`src/sv/ttfd_pkg.sv`:
```
package ttfd_pkg;

	localparam int NUM_PCT = 8;
	localparam int NUM_SET = NUM_PCT + 1;
	localparam int QDEPTH  = 2;

	typedef logic [13:0] power_t;
	typedef logic [6:0]  pct_t;
	typedef logic [3:0]  ctrl_id_t;

	typedef struct packed {
		power_t                   power;
		pct_t [NUM_PCT-1:0]       pct;
	} settings_t;

	typedef struct packed {
		logic [13:0] power_deadband;
		logic [6:0]  percent_deadband;
		logic [7:0]  kerb_surface_code;
		logic [7:0]  axis_number;
	} cfg_t;

	typedef enum logic [1:0] {
		REG_POWER_DB   = 2'd0,
		REG_PERCENT_DB = 2'd1,
		REG_KERB_CODE  = 2'd2,
		REG_AXIS       = 2'd3
	} cfg_reg_t;

	localparam cfg_t CFG_RESET = '{
		power_deadband:    14'd200,
		percent_deadband:  7'd3,
		kerb_surface_code: 8'd1,
		axis_number:       8'd0
	};

	localparam ctrl_id_t ID_POWER     = 4'd0;
	localparam ctrl_id_t ID_LAST_AXIS = 4'd4;
	localparam ctrl_id_t ID_LAST      = 4'd8;

	localparam logic [14:0] POWER_BASE  = 15'd6500;
	localparam logic [14:0] BRAKE_GAIN  = 15'd35;
	localparam logic [14:0] ACCEL_GAIN  = 15'd20;
	localparam logic [14:0] ABS_BOOST   = 15'd500;
	localparam logic [14:0] TC_BOOST    = 15'd300;
	localparam logic [14:0] POWER_MAX   = 15'd14000;
	localparam logic [14:0] POWER_MIN   = 15'd3500;
	localparam pct_t        PCT_MAX     = 7'd100;
	localparam pct_t        SPRING_BASE = 7'd80;
	localparam pct_t        SPRING_MIN  = 7'd15;
	localparam pct_t        ABS_INERTIA = 7'd25;
	localparam pct_t        TC_INERTIA  = 7'd20;
	localparam pct_t        BASE_20     = 7'd20;
	localparam pct_t        BASE_30     = 7'd30;
	localparam pct_t        BASE_40     = 7'd40;
	localparam pct_t        KERB_ADD    = 7'd30;

endpackage

```
`src/sv/telemetry_to_feedback_deadband.sv`:
```
// an accepted item reaches its first result through the input stage, queue, emit stage and output register
// one result per cycle while out_stall is low; an item gives 0 to 9 results
// an item with no results still passes through the emit stage
// a two-entry queue lets the input stage keep taking items while results wait
// arst_n clears control state and sent values; registers return to their reset values
module telemetry_to_feedback_deadband import ttfd_pkg::*; (
	input  logic        clk,
	input  logic        arst_n,
	input  logic        cfg_we,
	input  logic [1:0]  cfg_index,
	input  logic [13:0] cfg_data,
	input  logic        in_valid,
	output logic        in_stall,
	input  logic [9:0]  vehicle_speed,
	input  logic [6:0]  brake_percent,
	input  logic [6:0]  accel_percent,
	input  logic        abs_on,
	input  logic        traction_on,
	input  logic [7:0]  rumble_level,
	input  logic [7:0]  shift_level,
	input  logic [7:0]  surface_code,
	output logic        out_valid,
	input  logic        out_stall,
	output logic [3:0]  control_id,
	output logic [13:0] setting_value,
	output logic [7:0]  axis_index,
	output logic        last_of_run
);

	cfg_t      cfg_q;
	logic      push_valid, push_ready, pop_valid, pop_ready;
	settings_t push_data, pop_data;

	always_ff @(posedge clk or negedge arst_n) begin
		if (!arst_n) begin
			cfg_q <= CFG_RESET;
		end else if (cfg_we) begin
			case (cfg_reg_t'(cfg_index))
				REG_POWER_DB:   cfg_q.power_deadband    <= cfg_data;
				REG_PERCENT_DB: cfg_q.percent_deadband  <= cfg_data[6:0];
				REG_KERB_CODE:  cfg_q.kerb_surface_code <= cfg_data[7:0];
				REG_AXIS:       cfg_q.axis_number       <= cfg_data[7:0];
				default:        cfg_q <= cfg_q;
			endcase
		end
	end

	ttfd_front u_front (
		.clk           (clk),
		.arst_n        (arst_n),
		.cfg           (cfg_q),
		.in_valid      (in_valid),
		.in_stall      (in_stall),
		.vehicle_speed (vehicle_speed),
		.brake_percent (brake_percent),
		.accel_percent (accel_percent),
		.abs_on        (abs_on),
		.traction_on   (traction_on),
		.rumble_level  (rumble_level),
		.shift_level   (shift_level),
		.surface_code  (surface_code),
		.push_valid    (push_valid),
		.push_data     (push_data),
		.push_ready    (push_ready)
	);

	ttfd_queue u_queue (
		.clk        (clk),
		.arst_n     (arst_n),
		.push_valid (push_valid),
		.push_data  (push_data),
		.push_ready (push_ready),
		.pop_valid  (pop_valid),
		.pop_data   (pop_data),
		.pop_ready  (pop_ready)
	);

	ttfd_back u_back (
		.clk           (clk),
		.arst_n        (arst_n),
		.cfg           (cfg_q),
		.pop_valid     (pop_valid),
		.pop_data      (pop_data),
		.pop_ready     (pop_ready),
		.out_valid     (out_valid),
		.out_stall     (out_stall),
		.control_id    (control_id),
		.setting_value (setting_value),
		.axis_index    (axis_index),
		.last_of_run   (last_of_run)
	);

endmodule

```
`src/sv/ttfd_front.sv`:
```
module ttfd_front import ttfd_pkg::*; (
	input  logic       clk,
	input  logic       arst_n,
	input  cfg_t       cfg,
	input  logic       in_valid,
	output logic       in_stall,
	input  logic [9:0] vehicle_speed,
	input  logic [6:0] brake_percent,
	input  logic [6:0] accel_percent,
	input  logic       abs_on,
	input  logic       traction_on,
	input  logic [7:0] rumble_level,
	input  logic [7:0] shift_level,
	input  logic [7:0] surface_code,
	output logic       push_valid,
	output settings_t  push_data,
	input  logic       push_ready
);

	logic       valid_s1;
	logic [6:0] brake_s1, accel_s1, rpct_s1, spct_s1;
	logic       abs_s1, tc_s1, kerb_s1;
	logic [7:0] spd6_s1;
	logic [5:0] spd25_s1;
	logic       advance;

	logic [14:0] rum_prod, shf_prod, rum_sum, shf_sum;
	logic [19:0] spd6_prod;
	logic [15:0] spd25_prod;

	logic [12:0] b6_prod;
	logic [14:0] a3_prod, r3_prod, power_sum;
	logic [7:0]  damper_sum;

	assign advance  = !valid_s1 || push_ready;
	assign in_stall = !advance;

	// x*100/255, speed/6 and speed/25 via reciprocals, exact over these input ranges
	always_comb begin
		rum_prod   = {7'd0, rumble_level} * 15'd100;
		shf_prod   = {7'd0, shift_level} * 15'd100;
		rum_sum    = rum_prod + {8'd0, rum_prod[14:8]} + 15'd1;
		shf_sum    = shf_prod + {8'd0, shf_prod[14:8]} + 15'd1;
		spd6_prod  = {10'd0, vehicle_speed} * 20'd683;
		spd25_prod = {6'd0, vehicle_speed} * 16'd41;
	end

	always_ff @(posedge clk or negedge arst_n) begin
		if (!arst_n) begin
			valid_s1 <= 1'b0;
		end else if (advance) begin
			valid_s1 <= in_valid;
		end
	end

	always_ff @(posedge clk) begin
		if (advance && in_valid) begin
			brake_s1 <= brake_percent;
			accel_s1 <= accel_percent;
			abs_s1   <= abs_on;
			tc_s1    <= traction_on;
			kerb_s1  <= (surface_code == cfg.kerb_surface_code);
			rpct_s1  <= rum_sum[14:8];
			spct_s1  <= shf_sum[14:8];
			spd6_s1  <= spd6_prod[19:12];
			spd25_s1 <= spd25_prod[15:10];
		end
	end

	always_comb begin
		b6_prod = {6'd0, brake_s1} * 13'd43;
		a3_prod = {8'd0, accel_s1} * 15'd171;
		r3_prod = {8'd0, rpct_s1} * 15'd171;

		power_sum = POWER_BASE + {8'd0, brake_s1} * BRAKE_GAIN
			+ {8'd0, accel_s1} * ACCEL_GAIN
			+ (abs_s1 ? ABS_BOOST : 15'd0) + (tc_s1 ? TC_BOOST : 15'd0);
		push_data.power = (power_sum > POWER_MAX) ? POWER_MAX[13:0] : power_sum[13:0];

		// idle spring
		if (spd6_s1 >= 8'd65) begin
			push_data.pct[0] = SPRING_MIN;
		end else begin
			push_data.pct[0] = SPRING_BASE - spd6_s1[6:0];
		end

		damper_sum = {1'b0, BASE_20} + {2'd0, brake_s1[6:1]} + {2'd0, spd25_s1};
		push_data.pct[1] = (damper_sum > {1'b0, PCT_MAX}) ? PCT_MAX : damper_sum[6:0];

		push_data.pct[2] = {1'b0, rpct_s1[6:1]} + (kerb_s1 ? KERB_ADD : 7'd0);
		push_data.pct[3] = (abs_s1 ? ABS_INERTIA : 7'd0) + (tc_s1 ? TC_INERTIA : 7'd0)
			+ {2'd0, b6_prod[12:8]};
		push_data.pct[4] = BASE_40 + {2'd0, spct_s1[6:2]};
		push_data.pct[5] = BASE_20 + {1'b0, brake_s1[6:1]};
		push_data.pct[6] = BASE_30 + {1'b0, r3_prod[14:9]};
		push_data.pct[7] = BASE_20 + {1'b0, a3_prod[14:9]};
	end

	assign push_valid = valid_s1;

endmodule

```
`src/sv/ttfd_queue.sv`:
```
module ttfd_queue import ttfd_pkg::*; (
	input  logic      clk,
	input  logic      arst_n,
	input  logic      push_valid,
	input  settings_t push_data,
	output logic      push_ready,
	output logic      pop_valid,
	output settings_t pop_data,
	input  logic      pop_ready
);

	localparam int AW = $clog2(QDEPTH);
	localparam int CW = $clog2(QDEPTH + 1);

	settings_t       entry_q [QDEPTH];
	logic [AW-1:0]   wr_ptr_q, rd_ptr_q;
	logic [CW-1:0]   count_q;
	logic            do_push, do_pop;

	assign push_ready = (count_q != CW'(QDEPTH));
	assign pop_valid  = (count_q != '0);
	assign pop_data   = entry_q[rd_ptr_q];
	assign do_push    = push_valid && push_ready;
	assign do_pop     = pop_valid && pop_ready;

	always_ff @(posedge clk or negedge arst_n) begin
		if (!arst_n) begin
			wr_ptr_q <= '0;
			rd_ptr_q <= '0;
			count_q  <= '0;
		end else begin
			if (do_push) begin
				wr_ptr_q <= wr_ptr_q + AW'(1);
			end
			if (do_pop) begin
				rd_ptr_q <= rd_ptr_q + AW'(1);
			end
			if (do_push && !do_pop) begin
				count_q <= count_q + CW'(1);
			end else if (do_pop && !do_push) begin
				count_q <= count_q - CW'(1);
			end
		end
	end

	always_ff @(posedge clk) begin
		if (do_push) begin
			entry_q[wr_ptr_q] <= push_data;
		end
	end

endmodule

```
`src/sv/ttfd_back.sv`:
```
module ttfd_back import ttfd_pkg::*; (
	input  logic        clk,
	input  logic        arst_n,
	input  cfg_t        cfg,
	input  logic        pop_valid,
	input  settings_t   pop_data,
	output logic        pop_ready,
	output logic        out_valid,
	input  logic        out_stall,
	output logic [3:0]  control_id,
	output logic [13:0] setting_value,
	output logic [7:0]  axis_index,
	output logic        last_of_run
);

	logic                have_sent_q;
	power_t              sent_power_q;
	pct_t [NUM_PCT-1:0]  sent_pct_q;
	settings_t           val_q;
	logic [NUM_SET-1:0]  mask_q, new_mask, low_bit, mask_after;
	ctrl_id_t            idx;
	logic                fire, load;
	logic                out_valid_q;
	ctrl_id_t            id_q;
	logic [13:0]         value_q;
	logic [7:0]          axis_q;
	logic                last_q;
	power_t              pdiff;
	pct_t                cdiff;
	logic [2:0]          pct_sel;

	always_comb begin
		idx = ID_POWER;
		for (int i = NUM_SET - 1; i >= 0; i--) begin
			if (mask_q[i]) begin
				idx = ctrl_id_t'(i);
			end
		end
		low_bit    = NUM_SET'(1) << idx;
		fire       = (|mask_q) && (!out_valid_q || !out_stall);
		mask_after = fire ? (mask_q & ~low_bit) : mask_q;
		pop_ready  = ~|mask_after;
		load       = pop_valid && pop_ready;
		pct_sel    = 3'(idx - 4'd1);
	end

	always_comb begin
		pdiff = (pop_data.power >= sent_power_q) ? pop_data.power - sent_power_q
			: sent_power_q - pop_data.power;
		new_mask[0] = !have_sent_q || (pdiff >= cfg.power_deadband);
		for (int i = 0; i < NUM_PCT; i++) begin
			cdiff = (pop_data.pct[i] >= sent_pct_q[i]) ? pop_data.pct[i] - sent_pct_q[i]
				: sent_pct_q[i] - pop_data.pct[i];
			new_mask[i+1] = !have_sent_q || (cdiff >= cfg.percent_deadband);
		end
	end

	always_ff @(posedge clk or negedge arst_n) begin
		if (!arst_n) begin
			have_sent_q  <= 1'b0;
			sent_power_q <= '0;
			sent_pct_q   <= '0;
			mask_q       <= '0;
			out_valid_q  <= 1'b0;
		end else begin
			if (load) begin
				have_sent_q <= 1'b1;
				mask_q      <= new_mask;
				if (new_mask[0]) begin
					sent_power_q <= pop_data.power;
				end
				for (int i = 0; i < NUM_PCT; i++) begin
					if (new_mask[i+1]) begin
						sent_pct_q[i] <= pop_data.pct[i];
					end
				end
			end else begin
				mask_q <= mask_after;
			end
			if (fire) begin
				out_valid_q <= 1'b1;
			end else if (!out_stall) begin
				out_valid_q <= 1'b0;
			end
		end
	end

	always_ff @(posedge clk) begin
		if (load) begin
			val_q <= pop_data;
		end
		if (fire) begin
			id_q    <= idx;
			value_q <= (idx == ID_POWER) ? val_q.power : {7'd0, val_q.pct[pct_sel]};
			axis_q  <= (idx <= ID_LAST_AXIS) ? cfg.axis_number : 8'd0;
			last_q  <= ~|(mask_q & ~low_bit);
		end
	end

	assign out_valid     = out_valid_q;
	assign control_id    = id_q;
	assign setting_value = value_q;
	assign axis_index    = axis_q;
	assign last_of_run   = last_q;

endmodule

```
`config.mk`:
```
export PLATFORM = sky130hd
export DESIGN_NAME = telemetry_to_feedback_deadband
export DESIGN_NICKNAME = d
export VERILOG_FILES = /design/src/sv/ttfd_pkg.sv /design/src/sv/telemetry_to_feedback_deadband.sv /design/src/sv/ttfd_front.sv /design/src/sv/ttfd_queue.sv /design/src/sv/ttfd_back.sv
export SDC_FILE = /design/constraint.sdc
export NUM_CORES = 1
export LEC_CHECK = 0
export ABC_AREA = 1
export ABC_CLOCK_PERIOD_IN_PS = 7500
export BUFFER_PORTS_ARGS = -buffer_cell sky130_fd_sc_hd__buf_2
export CAP_MARGIN = 5
export CORE_MARGIN = 8
export CORE_UTILIZATION = 40
export CTS_BUF_LIST = sky130_fd_sc_hd__clkbuf_4 sky130_fd_sc_hd__clkbuf_8
export DETAILED_ROUTE_END_ITERATION = 10
export HOLD_SLACK_MARGIN = 0.05
export PLACE_DENSITY_LB_ADDON = 0.08
export SETUP_SLACK_MARGIN = 0.3
export SKIP_CTS_REPAIR_TIMING = 1
export SYNTH_ARGS = -nofsm -noshare
export SYNTH_HDL_FRONTEND = slang
export SYNTH_HIERARCHICAL = 1
export SYNTH_SLANG_ARGS = --single-unit
```
`constraint.sdc`:
```
create_clock -name clk -period 7.5 [get_ports clk]
set_input_delay 1.125 -clock clk [delete_from_list [all_inputs] [get_ports clk]]
set_output_delay 1.125 -clock clk [all_outputs]
set_load 0.005 [all_outputs]
```
==> results.cfg, run 1 <==
[worst_setup_path]
start_kind = flip-flop
crit_fanout = 61
critPathKind = reg2reg
reg2reg_slack_ns = 1.83
r2r_end = u_back/sent_power_q[4]
r2r_start = u_queue/rd_ptr_q
critical_path.max_stage_delay_ns = 0.73
critPathCaptureType = flip-flop
critPathArrivalTime_ns = 6.26
slowest_stage = nand4_1
crit_top_cell = nand2_1
critPathRequiredTime_ns = 8.10
reg2regPathDepth = 25

[synth]
syn_avg_cell_area_um2 = 8.44
syn_nets = 4746
seq_area_frac_synth_pct = 33.7
yosys_warnings = 6
synth-edff-count = 280
synth_seq_cells = 403
synth_cells = 4047
synth_area_mm2 = 0.0342
async_flop_share_pct = 30.5
ys_types = 55
synth-main-ff-cell = edfxtp_1

[detailed_routing]
vias_per_cell = 4.85
vias = 25900
avgRoutedWirePerCell_um = 15.5
drt_pre_antenna_iters = 5
drt-initial-drc-count = 1292
wl_mm = 83.1
drc = 0
ant_nets = 0

[timing]
rsz0062_at_grt = false
fin_tns_setup_ns = 0
max_freq_ghz = 0.176
hold_violations = 0
worstMarginPinSlew_ns = 1.04
slew_violations = 0
final.min_clock_period_ns = 5.67
setup_viol = 0
fin_crit_sh_pct = 75.6
clock_skew_ns = 0.0407
max_slew_margin_pct = 30.5

[final_layout]
area_growth_pct = 9.37
final_cell_mix = nand2_1 (1054), inv_1 (702), ha_1 (527), edfxtp_1 (280), nand3_1 (214)
nFillCells = 8655
num-nets-final = 4838
drive_above_1_share_pct = 7.14
final_common_cell = nand2_1

[floorplanning]
core_area_mm2 = 0.0849
die_y_um = 308
die_area_mm2 = 0.0950
pin_count = 100
num_rows = 107
initial_utilization_pct = 40.2
die_w_um = 308

[worst_hold_path]
min_path_type = reg2reg
min_to = u_queue/entry_q[0][28]
whs_path_depth = 0
worstHoldStart = u_front/spct_s1[2]

[global_routing]
antenna_found_initial = 1
grtUsageTotal_pct = 17.4
grt_max_degree = 72
grt_overflow = 0
first_global_vias = 25700
grt_pass1_wl_mm = 135

[clocking]
h-tree-depth = 3
cts_inserted_buffers = 75
clk_latency_ns = 0.66
cts_tree = done
cts_sinks = 403
root_buffer = clkbuf_8
clk_pin_slew_ns = 0.06
cts.path.max_buffers = 3

[run_status]
status = completed

[placed_design]
place_hpwl_mm = 64.3
portBuffers = 99
routabilityCongestion = 0.858

[run]
drv_cap = 0
worst max-delay path: cells and delay by family, from the launching register on:
| family | cells | cell delay (ns) |
|---|---|---|
| buffers and inverters | 4 | 1.05 |
| adder cells (fa/ha/maj) | 2 | 0.66 |
| AND/OR/NAND/NOR | 15 | 2.81 |
| flip-flops | 1 | 0.49 |
| AO/OA/AOI/OAI | 3 | 0.43 |
| XOR/XNOR | 1 | 0.16 |
sequential cells by signal, summed over array words and instances, names as in the netlist, 2 cells and up:
| name | flops |
|---|---|
| u_front/spct_s1 | 5 |
| u_front/spd6_s1 | 8 |
| u_back/axis_index | 8 |
| u_front/brake_s1 | 7 |
| u_back/sent_power_q | 14 |
| u_front/rpct_s1 | 7 |
| u_queue/count_q | 2 |
| u_queue/entry_q | 140 |
| u_back/setting_value | 14 |
| u_back/control_id | 4 |
| u_back/mask_q | 9 |
| u_front/accel_s1 | 7 |
| u_front/spd25_s1 | 6 |
| u_back/sent_pct_q | 56 |
| u_back/val_q | 70 |
| cfg_q | 37 |
layout make-up:
class	instances	area, um2	area share (%)
multi-input combinational	2832	19500	52.2
sequential	403	11500	30.8
timing repair buffer	113	607	1.62
clock inverter	31	287	0.767
clock buffer	109	1340	3.60
inverter	714	2690	7.19
antenna	1	2.50	0.00670
tap	1144	1430	3.83
cell usage after synthesis, drive strengths merged (9+ instances only):
library cell,instances,area (um2)
xor2,86,772
o2111ai,11,96.3
inv,713,2680
fa,101,2020
a21oi,183,923
edfxtp,280,8410
nand3,216,1090
clkbuf,54,203
o21ai,99,499
nand3b,42,315
ha,527,6590
nand4,158,1050
xnor2,48,420
nor3,11,55.1
mux2i,9,90.1
a221oi,12,105
o21a,9,67.6
a211oi,15,113
or2,10,62.6
nor2,160,634
buf,44,304
a21o,32,240
nand2,1059,3990
dfrtp,117,2930
cell families after synthesis:
logic type	count (synthesis)	share of synthesized area, %
simple gates	1663	21.2
buf+inv	812	9.34
fa+ha+maj	628	25.2
flops	403	33.7
compound gates	398	6.81
xor+xnor	134	3.49
mux	9	0.264
how the worst max path moves through the flow:
| stage | start | to | depth (start not counted) |
|---|---|---|---|
| CTS | u_queue/rd_ptr_q | u_back/sent_power_q[4] | 25 |
| global route | u_queue/rd_ptr_q | u_back/sent_power_q[8] | 29 |
| floorplan | u_front/accel_s1[5] | u_queue/entry_q[0][56] | 23 |
| finish | u_queue/rd_ptr_q | u_back/sent_power_q[4] | 25 |
| global placement | u_queue/rd_ptr_q | u_back/sent_power_q[12] | 27 |
| detailed placement | u_queue/rd_ptr_q | u_back/sent_power_q[4] | 25 |
per-layer routing:
| layer | global-route usage, % | wire (um) | vias up |
|---|---|---|---|
| met5 | 0 | 0 | - |
| met4 | 3.82 | 1380 | 0 |
| met3 | 2.43 | 3000 | 85 |
| met2 | 28.9 | 37800 | 380 |
| met1 | 24.0 | 40900 | 11900 |
| li1 | - | - | 13500 |
metrics by stage:
step	setup slack, ns	util, %	instances	hold slack [ns]	instance area (um2)
after floorplan	2.34	-	4047	0.442	34200
after global placement	1.82	42.1	5206	0.429	35700
after detailed placement	1.69	42.1	5206	0.433	35700
after CTS	1.68	44.0	5346	0.432	37400
after global routing	1.20	44.0	5347	0.464	37400
final	1.83	44.0	5347	0.445	37400
Power of run 1 is not shown: default switching activity piles up to over one toggle a cycle in this logic, so the estimate is an artifact.
==> run 2, diff against run 1 <==
--- a/config.mk
+++ b/config.mk
@@ -6,7 +6,7 @@
 export NUM_CORES = 1
 export LEC_CHECK = 0
 export ABC_AREA = 1
-export ABC_CLOCK_PERIOD_IN_PS = 7500
+export ABC_CLOCK_PERIOD_IN_PS = 5800
 export BUFFER_PORTS_ARGS = -buffer_cell sky130_fd_sc_hd__buf_2
 export CAP_MARGIN = 5
 export CORE_MARGIN = 8
==> constraint.sdc (replaced) <==
create_clock -name clk -period 5.8 [get_ports clk]
set_input_delay 0.87 -clock clk [delete_from_list [all_inputs] [get_ports clk]]
set_output_delay 0.87 -clock clk [all_outputs]
set_load 0.005 [all_outputs]
==> results.cfg, run 2 (synthesized netlist as in run 1, its figures left out) <==
[worst_setup_path]
critPathRequiredTime_ns = 6.19
reg2regPathDepth = 25
critPathCaptureType = flip-flop
r2r_end = u_queue/entry_q[0][67]
crit_fanout = 8
critPathArrivalTime_ns = 5.62
crit_path_start = u_front/accel_s1[3]
reg2reg_slack_ns = 0.57
r2r_start = u_front/accel_s1[3]
critPathKind = reg2reg
start_kind = flip-flop

[worst_hold_path]
min_path_type = in2async

[timing]
max_slew_margin_pct = 38.6
rsz0062_at_grt = false
fin_tns_setup_ns = 0
clock_skew_ns = 0.0321
fin_crit_sh_pct = 90.3
max_freq_ghz = 0.191
setup_viol = 0
worstMarginPinSlew_ns = 0.919
hold_violations = 0
final.min_clock_period_ns = 5.23
slew_violations = 0

[final_layout]
regMostFlops = u_queue/entry_q
drive_above_1_share_pct = 7.95
final_cell_mix = nand2_1 (1053), inv_1 (702), ha_1 (517), edfxtp_1 (280), nand3_1 (212)
area_growth_pct = 10.3
final_common_cell = nand2_1
num-nets-final = 4866
largest_registers = u_queue/entry_q x140, u_back/val_q x70, u_back/sent_pct_q x56
largest_reg_flops = 140

[placed_design]
routabilityCongestion = 0.856
portBuffers = 99
place_hpwl_mm = 64.6

[detailed_routing]
ant_nets = 0
drt_pre_antenna_iters = 5
vias = 26100
drc = 0
drt-initial-drc-count = 1279
wl_mm = 83.4
vias_per_cell = 4.85
avgRoutedWirePerCell_um = 15.5

[global_routing]
grt_use_met3_pct = 2.66
antenna_found_initial = 3
first_global_vias = 26000
top_usage_layer = met2
grtUsageMet2_pct = 28.9
grt_pass1_wl_mm = 136
met1_usage_pct = 24.4
grt_overflow = 0
grtUsageTotal_pct = 17.6
grt_max_degree = 81

[clocking]
cts_inserted_buffers = 75
cts_tree = done
h-tree-depth = 3
cts_sinks = 403
clk_pin_slew_ns = 0.05
clk_latency_ns = 0.65
cts.path.max_buffers = 3
root_buffer = clkbuf_8

[floorplanning]
initial_utilization_pct = 40.2
num_rows = 107
die_w_um = 308
die_area_mm2 = 0.0950
core_area_mm2 = 0.0849
pin_count = 100
die_y_um = 308

[run_status]
status = completed

[run]
drv_cap = 0
run 2: how the worst max path moves through the flow:
stage                        endpoint  cells past startpoint
2_1_floorplan  u_queue/entry_q[0][56]                     23
4_1_cts        u_queue/entry_q[1][59]                     24
5_1_grt        u_queue/entry_q[1][67]                     25
3_5_place_dp   u_queue/entry_q[0][59]                     25
6_report       u_queue/entry_q[0][67]                     25
3_3_place_gp   u_queue/entry_q[0][56]                     24
run 2: routing by layer:
layer / vias to the layer above / wire (um)
li1: 13600 / -
met1: 12000 / 40600
met2: 416 / 37900
met3: 85 / 3500
met4: 0 / 1340
met5: - / 0
run 2: final cells by class:
cell class                      count  area, um2
Tap cell                         1144       1430
Multi-Input combinational cell   2832      19700
Clock inverter                     24        210
Inverter                          714       2690
Clock buffer                      110       1330
Sequential cell                   403      11500
Fill cell                        8759      47200
Timing Repair Buffer              141        871
Antenna cell                        3       7.51
run 2: metrics by stage:
stage               worst slack, ns  cells  hold WS (ns)  util (%)  area [um2]
global placement              0.289   5225         0.434      42.3       35900
global route                  0.256   5369         0.342      44.4       37700
detailed placement            0.281   5225         0.432      42.3       35900
floorplan                     0.636   4047         0.442         -       34200
CTS                           0.241   5359         0.319      44.1       37500
finish                        0.565   5371         0.335      44.4       37700
run 2: critical path, cell delays in order, from the launching register on:
cell	delay (ns)
edfxtp_1	0.38
buf_4	0.16
ha_4	0.24
ha_4	0.25
a21oi_1	0.16
nand2_1	0.11
xnor2_1	0.14
inv_1	0.06
ha_1	0.27
ha_1	0.27
inv_1	0.04
fa_1	0.47
inv_1	0.05
fa_1	0.56
fa_1	0.46
ha_4	0.29
nand2_2	0.08
inv_1	0.05
a21oi_2	0.14
nand2_1	0.09
nand2_1	0.08
nand3_2	0.11
xor2_4	0.24
buf_6	0.14
o211ai_1	0.07
inv_1	0.07
Power of run 2 is left out for the same reason.
